==> config.mk <==
export PLATFORM = sky130hd
export DESIGN_NAME = unpremultiply_swizzle_alpha_box
export DESIGN_NICKNAME = d
export VERILOG_FILES = /design/src/design/upsa_pkg.sv /design/src/design/unpremultiply_swizzle_alpha_box.sv /design/src/design/upsa_front.sv /design/src/design/upsa_div_stage.sv
export SDC_FILE = /design/constraint.sdc
export NUM_CORES = 1
export LEC_CHECK = 0
export BUFFER_PORTS_ARGS = -buffer_cell sky130_fd_sc_hd__clkbuf_2
export CORE_MARGIN = 2
export CORE_UTILIZATION = 50
export CTS_BUF_LIST = sky130_fd_sc_hd__clkbuf_16
export DETAILED_ROUTE_END_ITERATION = 8
export GPL_TIMING_DRIVEN = 0
export PLACE_DENSITY = 0.66
export RECOVER_POWER = 25
export SLEW_MARGIN = 40
export SYNTH_ARGS = -nofsm -noshare
export SYNTH_HDL_FRONTEND = slang
export SYNTH_HIERARCHICAL = 1
export SYNTH_SLANG_ARGS = --single-unit
export TNS_END_PERCENT = 50
==> constraint.sdc <==
create_clock -name clk -period 6.75 [get_ports clk]
set_input_delay 1.35 -clock clk [delete_from_list [all_inputs] [get_ports clk]]
set_output_delay 1.35 -clock clk [all_outputs]
set_load 0.02 [all_outputs]
==> src/design/upsa_pkg.sv <==
// ----------------------------------------------------------------------------
// upsa_pkg
// Shared types and constants for the alpha unpremultiply / swizzle block.
// ----------------------------------------------------------------------------
package upsa_pkg;

    localparam int CFG_W  = 13;
    localparam int POS_W  = 12;
    localparam int CHAN_W = 8;
    localparam int REM_W  = 17;
    localparam int NUM_CH = 3;

    // channel slots inside the pipeline, already in output order
    localparam int CH_RED   = 0;
    localparam int CH_GREEN = 1;
    localparam int CH_BLUE  = 2;

    localparam logic [CHAN_W-1:0] OPAQUE_ALPHA      = 8'd255;
    localparam logic [CHAN_W-1:0] SEE_THROUGH_ALPHA = 8'd192;
    localparam logic [CHAN_W-1:0] CHAN_MAX          = 8'd255;

    typedef enum logic [1:0] {
        CFG_BOX_LEFT   = 2'd0,
        CFG_BOX_TOP    = 2'd1,
        CFG_BOX_WIDTH  = 2'd2,
        CFG_BOX_HEIGHT = 2'd3
    } cfg_reg_t;

    typedef struct packed {
        logic [CHAN_W-1:0] in_blue;
        logic [CHAN_W-1:0] in_green;
        logic [CHAN_W-1:0] in_red;
        logic [CHAN_W-1:0] in_alpha;
        logic [POS_W-1:0]  pos_x;
        logic [POS_W-1:0]  pos_y;
    } pix_in_t;

    typedef struct packed {
        logic [CHAN_W-1:0] out_red;
        logic [CHAN_W-1:0] out_green;
        logic [CHAN_W-1:0] out_blue;
        logic [CHAN_W-1:0] out_alpha;
    } pix_out_t;

    // one colour channel in flight through the restoring divider
    typedef struct packed {
        logic [REM_W-1:0]  rem;
        logic [CHAN_W-1:0] quo;
        logic              sat;
    } chan_t;

    typedef struct packed {
        chan_t [NUM_CH-1:0] ch;
        logic [REM_W-1:0]   dsh;
        logic               zero;
        logic               opaque;
    } div_item_t;

endpackage

==> src/design/unpremultiply_swizzle_alpha_box.sv <==
// ----------------------------------------------------------------------------
// unpremultiply_swizzle_alpha_box
// Premultiplied BGRA to straight RGBA with an opaque-rectangle alpha.
// ----------------------------------------------------------------------------
// an accepted request is registered in the front stage, then in each divider stage
// throughput: one pixel per cycle while out_stall is low; four two-bit divider stages after the front
// stall from the output reaches back combinationally through full stages only, bubbles are squeezed
// reset clears all stage valid bits and the four box registers to zero
// ----------------------------------------------------------------------------
module unpremultiply_swizzle_alpha_box
    import upsa_pkg::*;
(
    input  logic             clk,
    input  logic             rst_n,
    input  logic             cfg_we,
    input  logic [1:0]       cfg_index,
    input  logic [CFG_W-1:0] cfg_data,
    input  logic             in_valid,
    output logic             in_stall,
    input  pix_in_t          in_pix,
    output logic             out_valid,
    input  logic             out_stall,
    output pix_out_t         out_pix
);

    localparam int NUM_STAGES = 4;

    logic                   front_ready;
    logic [NUM_STAGES:0]    stg_valid;
    div_item_t              stg_item [NUM_STAGES+1];
    logic [NUM_STAGES:0]    stg_ready;
    div_item_t              last;

    upsa_front u_front (
        .clk       (clk),
        .rst_n     (rst_n),
        .cfg_we    (cfg_we),
        .cfg_index (cfg_index),
        .cfg_data  (cfg_data),
        .valid_in  (in_valid),
        .pix_in    (in_pix),
        .ready_out (front_ready),
        .valid_out (stg_valid[0]),
        .item_out  (stg_item[0]),
        .ready_in  (stg_ready[0])
    );

    // divider pipeline
    for (genvar i = 0; i < NUM_STAGES; i++)
    begin : g_div
        upsa_div_stage u_stage (
            .clk       (clk),
            .rst_n     (rst_n),
            .valid_in  (stg_valid[i]),
            .item_in   (stg_item[i]),
            .ready_out (stg_ready[i]),
            .valid_out (stg_valid[i+1]),
            .item_out  (stg_item[i+1]),
            .ready_in  (stg_ready[i+1])
        );
    end

    assign stg_ready[NUM_STAGES] = !out_stall;
    assign in_stall              = !front_ready;
    assign out_valid             = stg_valid[NUM_STAGES];
    assign last                  = stg_item[NUM_STAGES];

    // zero alpha, saturation and alpha selection
    always_comb
    begin
        if (last.zero)
        begin
            out_pix.out_red   = '0;
            out_pix.out_green = '0;
            out_pix.out_blue  = '0;
        end
        else
        begin
            out_pix.out_red   = last.ch[CH_RED].sat ? CHAN_MAX : last.ch[CH_RED].quo;
            out_pix.out_green = last.ch[CH_GREEN].sat ? CHAN_MAX : last.ch[CH_GREEN].quo;
            out_pix.out_blue  = last.ch[CH_BLUE].sat ? CHAN_MAX : last.ch[CH_BLUE].quo;
        end
        out_pix.out_alpha = last.opaque ? OPAQUE_ALPHA : SEE_THROUGH_ALPHA;
    end

    a_out_alpha_code: assert property (@(posedge clk) disable iff (!rst_n)
        out_valid |-> (out_pix.out_alpha == OPAQUE_ALPHA) ||
                      (out_pix.out_alpha == SEE_THROUGH_ALPHA))
        else $error("output alpha neither opaque nor see-through");

    a_in_stall_from_out: assert property (@(posedge clk) disable iff (!rst_n)
        in_stall |-> out_valid && out_stall)
        else $error("input stalled while output free");

    a_result_delay: assert property (@(posedge clk) disable iff (!rst_n)
        in_valid && !in_stall && !out_stall ##1 !out_stall ##1 !out_stall
        ##1 !out_stall ##1 !out_stall |=> out_valid)
        else $error("request lost in pipeline");

endmodule

==> src/design/upsa_front.sv <==
// ----------------------------------------------------------------------------
// upsa_front
// Config registers, box test and divider setup; first pipeline register.
// ----------------------------------------------------------------------------
module upsa_front
    import upsa_pkg::*;
(
    input  logic              clk,
    input  logic              rst_n,
    input  logic              cfg_we,
    input  logic [1:0]        cfg_index,
    input  logic [CFG_W-1:0]  cfg_data,
    input  logic              valid_in,
    input  pix_in_t           pix_in,
    output logic              ready_out,
    output logic              valid_out,
    output div_item_t         item_out,
    input  logic              ready_in
);

    logic [CFG_W-1:0] box_left_reg;
    logic [CFG_W-1:0] box_top_reg;
    logic [CFG_W-1:0] box_width_reg;
    logic [CFG_W-1:0] box_height_reg;
    logic             valid_reg;
    div_item_t        item_reg;
    div_item_t        item_next;
    logic [CFG_W:0]   x_end;
    logic [CFG_W:0]   y_end;
    logic             in_x;
    logic             in_y;

    // numerator 510*v + a, saturation test against 2a*256
    function automatic chan_t start_chan(input logic [CHAN_W-1:0] v,
                                         input logic [CHAN_W-1:0] a);
        logic [17:0] num;
        logic [17:0] lim;
        chan_t       c;
        num   = {1'b0, v, 9'b0} - {9'b0, v, 1'b0} + {10'b0, a};
        lim   = {1'b0, a, 9'b0};
        c.rem = num[REM_W-1:0];
        c.quo = '0;
        c.sat = (num >= lim);
        return c;
    endfunction

    // configuration writes
    always_ff @(posedge clk or negedge rst_n)
    begin
        if (!rst_n)
        begin
            box_left_reg   <= '0;
            box_top_reg    <= '0;
            box_width_reg  <= '0;
            box_height_reg <= '0;
        end
        else if (cfg_we)
        begin
            unique case (cfg_reg_t'(cfg_index))
                CFG_BOX_LEFT:   box_left_reg   <= cfg_data;
                CFG_BOX_TOP:    box_top_reg    <= cfg_data;
                CFG_BOX_WIDTH:  box_width_reg  <= cfg_data;
                CFG_BOX_HEIGHT: box_height_reg <= cfg_data;
            endcase
        end
    end

    // box test with full precision end points
    always_comb
    begin
        x_end = {1'b0, box_left_reg} + {1'b0, box_width_reg};
        y_end = {1'b0, box_top_reg} + {1'b0, box_height_reg};
        in_x  = ({1'b0, pix_in.pos_x} >= box_left_reg) &&
                ({2'b0, pix_in.pos_x} < x_end);
        in_y  = ({1'b0, pix_in.pos_y} >= box_top_reg) &&
                ({2'b0, pix_in.pos_y} < y_end);
    end

    // divider setup, channels placed in rgba order
    always_comb
    begin
        item_next.ch[CH_RED]   = start_chan(pix_in.in_red,   pix_in.in_alpha);
        item_next.ch[CH_GREEN] = start_chan(pix_in.in_green, pix_in.in_alpha);
        item_next.ch[CH_BLUE]  = start_chan(pix_in.in_blue,  pix_in.in_alpha);
        item_next.dsh          = {1'b0, pix_in.in_alpha, 8'b0};
        item_next.zero         = (pix_in.in_alpha == '0);
        item_next.opaque       = in_x && in_y;
    end

    assign ready_out = !valid_reg || ready_in;

    // stage register
    always_ff @(posedge clk or negedge rst_n)
    begin
        if (!rst_n)
        begin
            valid_reg <= 1'b0;
        end
        else if (ready_out)
        begin
            valid_reg <= valid_in;
        end
    end

    always_ff @(posedge clk)
    begin
        if (ready_out && valid_in)
        begin
            item_reg <= item_next;
        end
    end

    assign valid_out = valid_reg;
    assign item_out  = item_reg;

endmodule

==> src/design/upsa_div_stage.sv <==
// ----------------------------------------------------------------------------
// upsa_div_stage
// Two restoring-division steps for all three channels, one pipeline register.
// ----------------------------------------------------------------------------
module upsa_div_stage
    import upsa_pkg::*;
(
    input  logic      clk,
    input  logic      rst_n,
    input  logic      valid_in,
    input  div_item_t item_in,
    output logic      ready_out,
    output logic      valid_out,
    output div_item_t item_out,
    input  logic      ready_in
);

    logic      valid_reg;
    div_item_t item_reg;
    div_item_t item_next;
    logic      bound_ok;

    // two quotient bits; divisor shifts right after each
    always_comb
    begin
        item_next = item_in;
        for (int s = 0; s < 2; s++)
        begin
            for (int c = 0; c < NUM_CH; c++)
            begin
                if (item_next.ch[c].rem >= item_next.dsh)
                begin
                    item_next.ch[c].rem = item_next.ch[c].rem - item_next.dsh;
                    item_next.ch[c].quo = {item_next.ch[c].quo[CHAN_W-2:0], 1'b1};
                end
                else
                begin
                    item_next.ch[c].quo = {item_next.ch[c].quo[CHAN_W-2:0], 1'b0};
                end
            end
            item_next.dsh = item_next.dsh >> 1;
        end
    end

    assign ready_out = !valid_reg || ready_in;

    // stage register
    always_ff @(posedge clk or negedge rst_n)
    begin
        if (!rst_n)
        begin
            valid_reg <= 1'b0;
        end
        else if (ready_out)
        begin
            valid_reg <= valid_in;
        end
    end

    always_ff @(posedge clk)
    begin
        if (ready_out && valid_in)
        begin
            item_reg <= item_next;
        end
    end

    assign valid_out = valid_reg;
    assign item_out  = item_reg;

    // remainder stays below twice the current divisor for in-range channels
    always_comb
    begin
        bound_ok = 1'b1;
        for (int c = 0; c < NUM_CH; c++)
        begin
            if (!item_reg.zero && !item_reg.ch[c].sat &&
                ({1'b0, item_reg.ch[c].rem} >= {item_reg.dsh, 1'b0}))
            begin
                bound_ok = 1'b0;
            end
        end
    end

    a_hold_on_stall: assert property (@(posedge clk) disable iff (!rst_n)
        valid_reg && !ready_in |=> valid_reg && $stable(item_reg))
        else $error("stage item changed while stalled");

    a_no_phantom: assert property (@(posedge clk) disable iff (!rst_n)
        $rose(valid_reg) |-> $past(valid_in))
        else $error("stage became valid without an upstream request");

    a_rem_bound: assert property (@(posedge clk) disable iff (!rst_n)
        valid_reg |-> bound_ok)
        else $error("division remainder out of range");

endmodule

; ---- After elaboration in Yosys (flattened, before gate mapping)
; Cells that the tools add are included.
[word_totals]
ff_bits = 378
in_bits = 76
out_inout_bits = 34
word_cells = 201
[op_classes]
addsub = 29
n_lt_le_gt_ge = 31
n_eq_ne = 3
mux = 50
reduce_logical = 26
[op_table]
columns = operator, count
row1 = 17-bit two-way mux, 21
row2 = 18-bit by 8-bit adder with 18-bit output, 3
row3 = 18-bit by 17-bit >= comparator with 1-bit output, 3
row4 = 17-bit by 9-bit subtractor with 18-bit output, 3
row5 = 17-bit by 10-bit >= comparator with 1-bit output, 3
row6 = 17-bit by 11-bit >= comparator with 1-bit output, 3
row7 = 17-bit by 12-bit >= comparator with 1-bit output, 3
row8 = 17-bit by 13-bit >= comparator with 1-bit output, 3
row9 = 17-bit by 14-bit >= comparator with 1-bit output, 3
row10 = 17-bit by 15-bit >= comparator with 1-bit output, 3
row11 = 17-bit by 16-bit >= comparator with 1-bit output, 3
row12 = 17-bit by 9-bit >= comparator with 1-bit output, 3
row13 = 17-bit by 10-bit subtractor with 17-bit output, 3
row14 = 17-bit by 11-bit subtractor with 17-bit output, 3
row15 = 17-bit by 12-bit subtractor with 17-bit output, 3
row16 = 17-bit by 13-bit subtractor with 17-bit output, 3
row17 = 17-bit by 14-bit subtractor with 17-bit output, 3
row18 = 17-bit by 15-bit subtractor with 17-bit output, 3
row19 = 17-bit by 16-bit subtractor with 17-bit output, 3
row20 = 13-bit by 13-bit adder with 14-bit output, 2
row21 = 12-bit by 14-bit less-than comparator with 1-bit output, 2
row22 = 12-bit by 13-bit >= comparator with 1-bit output, 2
row23 = 1-bit two-way mux, 24
row24 = 24-bit two-way mux, 1
row25 = 10 further kinds, 33

; ---- Logic depth before layout (Yosys ltp)
[depth]
ltp_word = 7
ltp_mapped = 25
ltp_nobuf = 22

; ---- Modules after synthesis
; Netlist, hierarchy kept.
[modules_own_cells]
columns = module, n_inst, cells_per_inst, area_per_inst_um2, seq_area_each_um2
row1 = upsa_div_stage at g_div[2].u_stage ..., 2, 914, 8770.9, 2877.8
row2 = upsa_div_stage at g_div[0].u_stage, 1, 959, 9118.7, 2877.8
row3 = upsa_div_stage at g_div[1].u_stage, 1, 912, 8893.5, 2877.8
row4 = upsa_front, 1, 791, 8216.6, 3158.0
row5 = unpremultiply_swizzle_alpha_box, 1, 39, 360.3, 0.0

; ---- Least setup slack after synthesis
; No wires, ideal clock.
[synth_timing]
path_kind = reg-to-reg
start = register g_div[1].u_stage/item_out[4] (netlist name)
end = register g_div[2].u_stage.item_reg (netlist bit g_div[2].u_stage/item_out[38]), data pin
setup_time_ns = 0.262
arrival_ns = 4.706
t_required_ns = 6.488
path_slack_ns = 1.781
stages_incl_launch_ff = 23
path_buffers = 4
path_cell_list = edfxtp_1 > inv_1 > ha_1 > o21ai_0 > a21oi_1 > o21ai_1 > a31oi_1 > a221o_1 > buf_2 > inv_1 > clkbuf_1 > nor2_1 > nor2_1 > ha_1 > clkbuf_1 > a2111o_1 > o21ai_1 > a311oi_1 > o21ai_0 > nand2_1 > nand3b_2 > buf_2 > mux2_1
[synth_rtl]
columns = item, line_no
row1 = end signal: assignment, upsa_div_stage.sv:64  ; item_reg <= item_next;
row2 = end: declaration, upsa_div_stage.sv:19  ; div_item_t item_reg;

==> metrics.md <==
| Metric | Value |
|---|---|
| PD cells | 520.0 mW/mm^2 |
| Combinational share of power | 0.687 |
| Mapped Area | 0.03929 mm^2 |
| Pwr Total | 22.25 mW |
| Share of layout cells above drive strength 1 | 0.1261 |
| Run status | finished, violations left |
| Num rows | 102 |
| Placed Area | 0.04130 mm^2 |
| DRC errors left | 0 |
| CTS tree | built |
| Final Hold Viols | 0 |
| Slowest cell on crit path | inv_1 |
| Clock network fraction of design power | 0.113 |
| Period Utilization, post-route | 0.9260 |
| Worst Skew | 30.25 ps |
| CTS Buffer Depth | 3 |
| Crit-path max FO | 10 |
| DP HPWL | 80690 um |
| Die W | 284.3 um |
| Skew-Pair Late Insertion Delay | 600 ps |
| Final min period | 6250 ps |
| YS warnings | 6 |
| WS Path Type | reg2reg |
| Pre-CTS setup slack | 596.5 ps |
| Failing checks | max-capacitance violations, max-slew violations |
| Routed len/inst | 18.71 um |
| Post_cts resized | 0 |
| CTS root buf | clkbuf_16 |
| Drt via density | 5.799 |
| CP delay by family, top | compound AO/OA/AOI/OAI gates |
| WP data required | 7080 ps |
| CP endpoint | g_div[2].u_stage/item_out[42]$_DFFE_PP_ |
| Setup TNS | 0 ps |
| Placed insts | 5349 |
| Hold Crit Start | g_div[2].u_stage/item_out[22]$_DFFE_PP_ |
| Maximum VDD drop | 0.2602 mV |
| Number of buffers added on ports | 105 |
| Die area | 0.08084 mm^2 |
| Crit path DAT | 6580 ps |
| Starting Density | 0.5064 |
| Minimum hold slack | 408.6 ps |
| Slew Viols, Final | 90 |
| Total wire length | 101700 um |
| Max reg flops | 278 |
| HP Class | reg2reg |
| Layout area overhead | 8.907% |
| Crit Reg-Reg Endpoint | g_div[2].u_stage/item_out[42]$_DFFE_PP_ |
| DRT iter0 DRCs | 2192 |
| Relative slew slack | -0.7282 |
| Internal power | 12.44 mW |
| CP Capture Type | flip-flop |
| Cell depth of the worst setup path | 23 |
| GRT Total Usage | 0.2450 |
| RSZ-0062 raised after global routing | false |
| Synth Area per Inst | 9.386 um^2 |
| Flop2flop setup slack | 500 ps |
| Sequential share of power | 0.200 |
| First-pass DRT Iterations | 8 |
| Fin util | 0.5515 |
| Syn Inst Count | 4186 |
| Final cell count without fillers | 5434 |
| Setup crit start kind | flip-flop |
| Worst setup startpoint | g_div[1].u_stage/item_out[4]$_DFFE_PP_ |
| Crit Reg-Reg Startpoint | g_div[1].u_stage/item_out[4]$_DFFE_PP_ |
| DR vias | 31510 |
| Final #Nets | 4972 |
| Worst Tran Pin Value | 2592 ps |
| Num CTS Buffers | 46 |
| Number of cells on the worst reg-to-reg path | 23 |
| Final setup fails | 0 |
| Psw | 9.812 mW |
| Maxcap violations | 3 |
| Slowest Stage Delay on Critical Path | 490 ps |
| F_max | 160.0 MHz |
| Hold_buf cts | 0 |
| Gp weighted congestion | 0.9363 |
| Final worst slack | 499.7 ps |
| Global-route wire length before repair | 160200 um |
| Post CTS Setup Buffer Count | 0 |
| Worst-path clk slew | 60 ps |
| Lkg Pwr | 18.24 nW |
| Die Y-Extent | 284.3 um |
| Filler Cells Inserted | 7110 |
| Final non-filler cell area | 0.04279 mm^2 |
| Vias in the first global route | 29770 |
| Crit path cell chain | inv_1 -> ha_1 -> o21ai_0 -> a21oi_1 -> o21ai_1 -> a31oi_1 -> a221o_1 -> buf_2 -> inv_1 -> clkbuf_1 -> nor2_1 -> nor2_1 -> ha_1 -> clkbuf_1 -> a2111oi_0 -> nor3_1 -> o21ai_1 -> a311oi_1 -> o21ai_0 -> nand2_1 -> nand3b_2 -> buf_2 -> mux2_1 |
| Largest net degree at the start of global routing | 46 |
| # IOs | 110 |
| Total grt overflow | 0 |
| CP Buf/Inv Count | 6 |
| Core Footprint | 0.07759 mm^2 |
| H-tree levels | 2 |
| Antenna Violating Nets Remaining | 0 |
| Sw Share | 0.4410 |
| CTS sink cnt | 396 |
| Initial antenna violation count | 1 |
-- worst register-to-register path, stage by stage, from the launching register on --
cell and delay (ps):
edfxtp_1 450, inv_1 490, ha_1 410, o21ai_0 180
a21oi_1 90, o21ai_1 200, a31oi_1 210, a221o_1 370
buf_2 210, inv_1 160, clkbuf_1 370, nor2_1 90
nor2_1 190, ha_1 270, clkbuf_1 180, a2111oi_0 430
nor3_1 90, o21ai_1 180, a311oi_1 160, o21ai_0 160
nand2_1 90, nand3b_2 360, buf_2 290, mux2_1 350
-- area by class of cell --
| type | count | area [um^2] | area share |
|---|---|---|---|
| flip-flops and latches | 396 | 11610 | 0.2712 |
| diodes | 1 | 2.502 | 0.00005848 |
| clock inverters | 37 | 351.6 | 0.008217 |
| plain buffers | 104 | 655.6 | 0.01532 |
| well taps | 1040 | 1301 | 0.03041 |
| inverters | 280 | 1051 | 0.02456 |
| clock buffers | 47 | 1176 | 0.02749 |
| multi-input cells | 3418 | 26030 | 0.6083 |
| repair buffers | 111 | 615.6 | 0.01439 |
-- routing by layer --
| metal | global-route usage | wire length [um] |
|---|---|---|
| met1 | 0.3332 | 47160 |
| met2 | 0.4075 | 46760 |
| met3 | 0.02231 | 3944 |
| met4 | 0.08632 | 3812 |
| met5 | 0 | 0 |
-- how the worst min path moves through the flow --
stage | cells past startpoint | to | slack, ps
floorplan | 0 | g_div[0].u_stage/item_out[0]$_DFFE_PP_ | 400
global placement | 0 | g_div[3].u_stage/item_out[24]$_DFFE_PP_ | 400
detailed placement | 0 | g_div[1].u_stage/item_out[22]$_DFFE_PP_ | 400
CTS | 0 | g_div[3].u_stage/item_out[24]$_DFFE_PP_ | 410
global route | 0 | g_div[3].u_stage/item_out[78]$_DFFE_PP_ | 410
finish | 0 | g_div[3].u_stage/item_out[24]$_DFFE_PP_ | 410
-- power by group through the flow --
stage / Sequential (mW) / Clock, mW / Combinational (mW)
after floorplan: 4.28 / 0 / 12.2
after global placement: 4.50 / 0 / 14.8
after detailed placement: 4.49 / 0 / 15.0
after CTS: 4.44 / 2.58 / 15.1
after global routing: 4.53 / 2.67 / 17.0
final: 4.45 / 2.51 / 15.3
-- cell usage in the layout, fill, tap and decap left out, types with 36 or more instances in the layout --
cell type,count
a211oi_1,36
a21o_1,126
a21oi_1,365
a31oi_1,53
clkbuf_1,41
clkbuf_16,47
clkbuf_2,95
dfrtp_1,57
edfxtp_1,339
ha_1,516
inv_1,284
mux2_2,175
nand2_1,261
nand2b_1,63
nand3_1,79
nand4_1,63
nor2_1,302
nor2b_1,63
nor3_1,77
o21a_1,73
o21ai_0,238
xnor2_1,202
xor2_1,100
No activity file was read; power rests on OpenSTA's default activity.
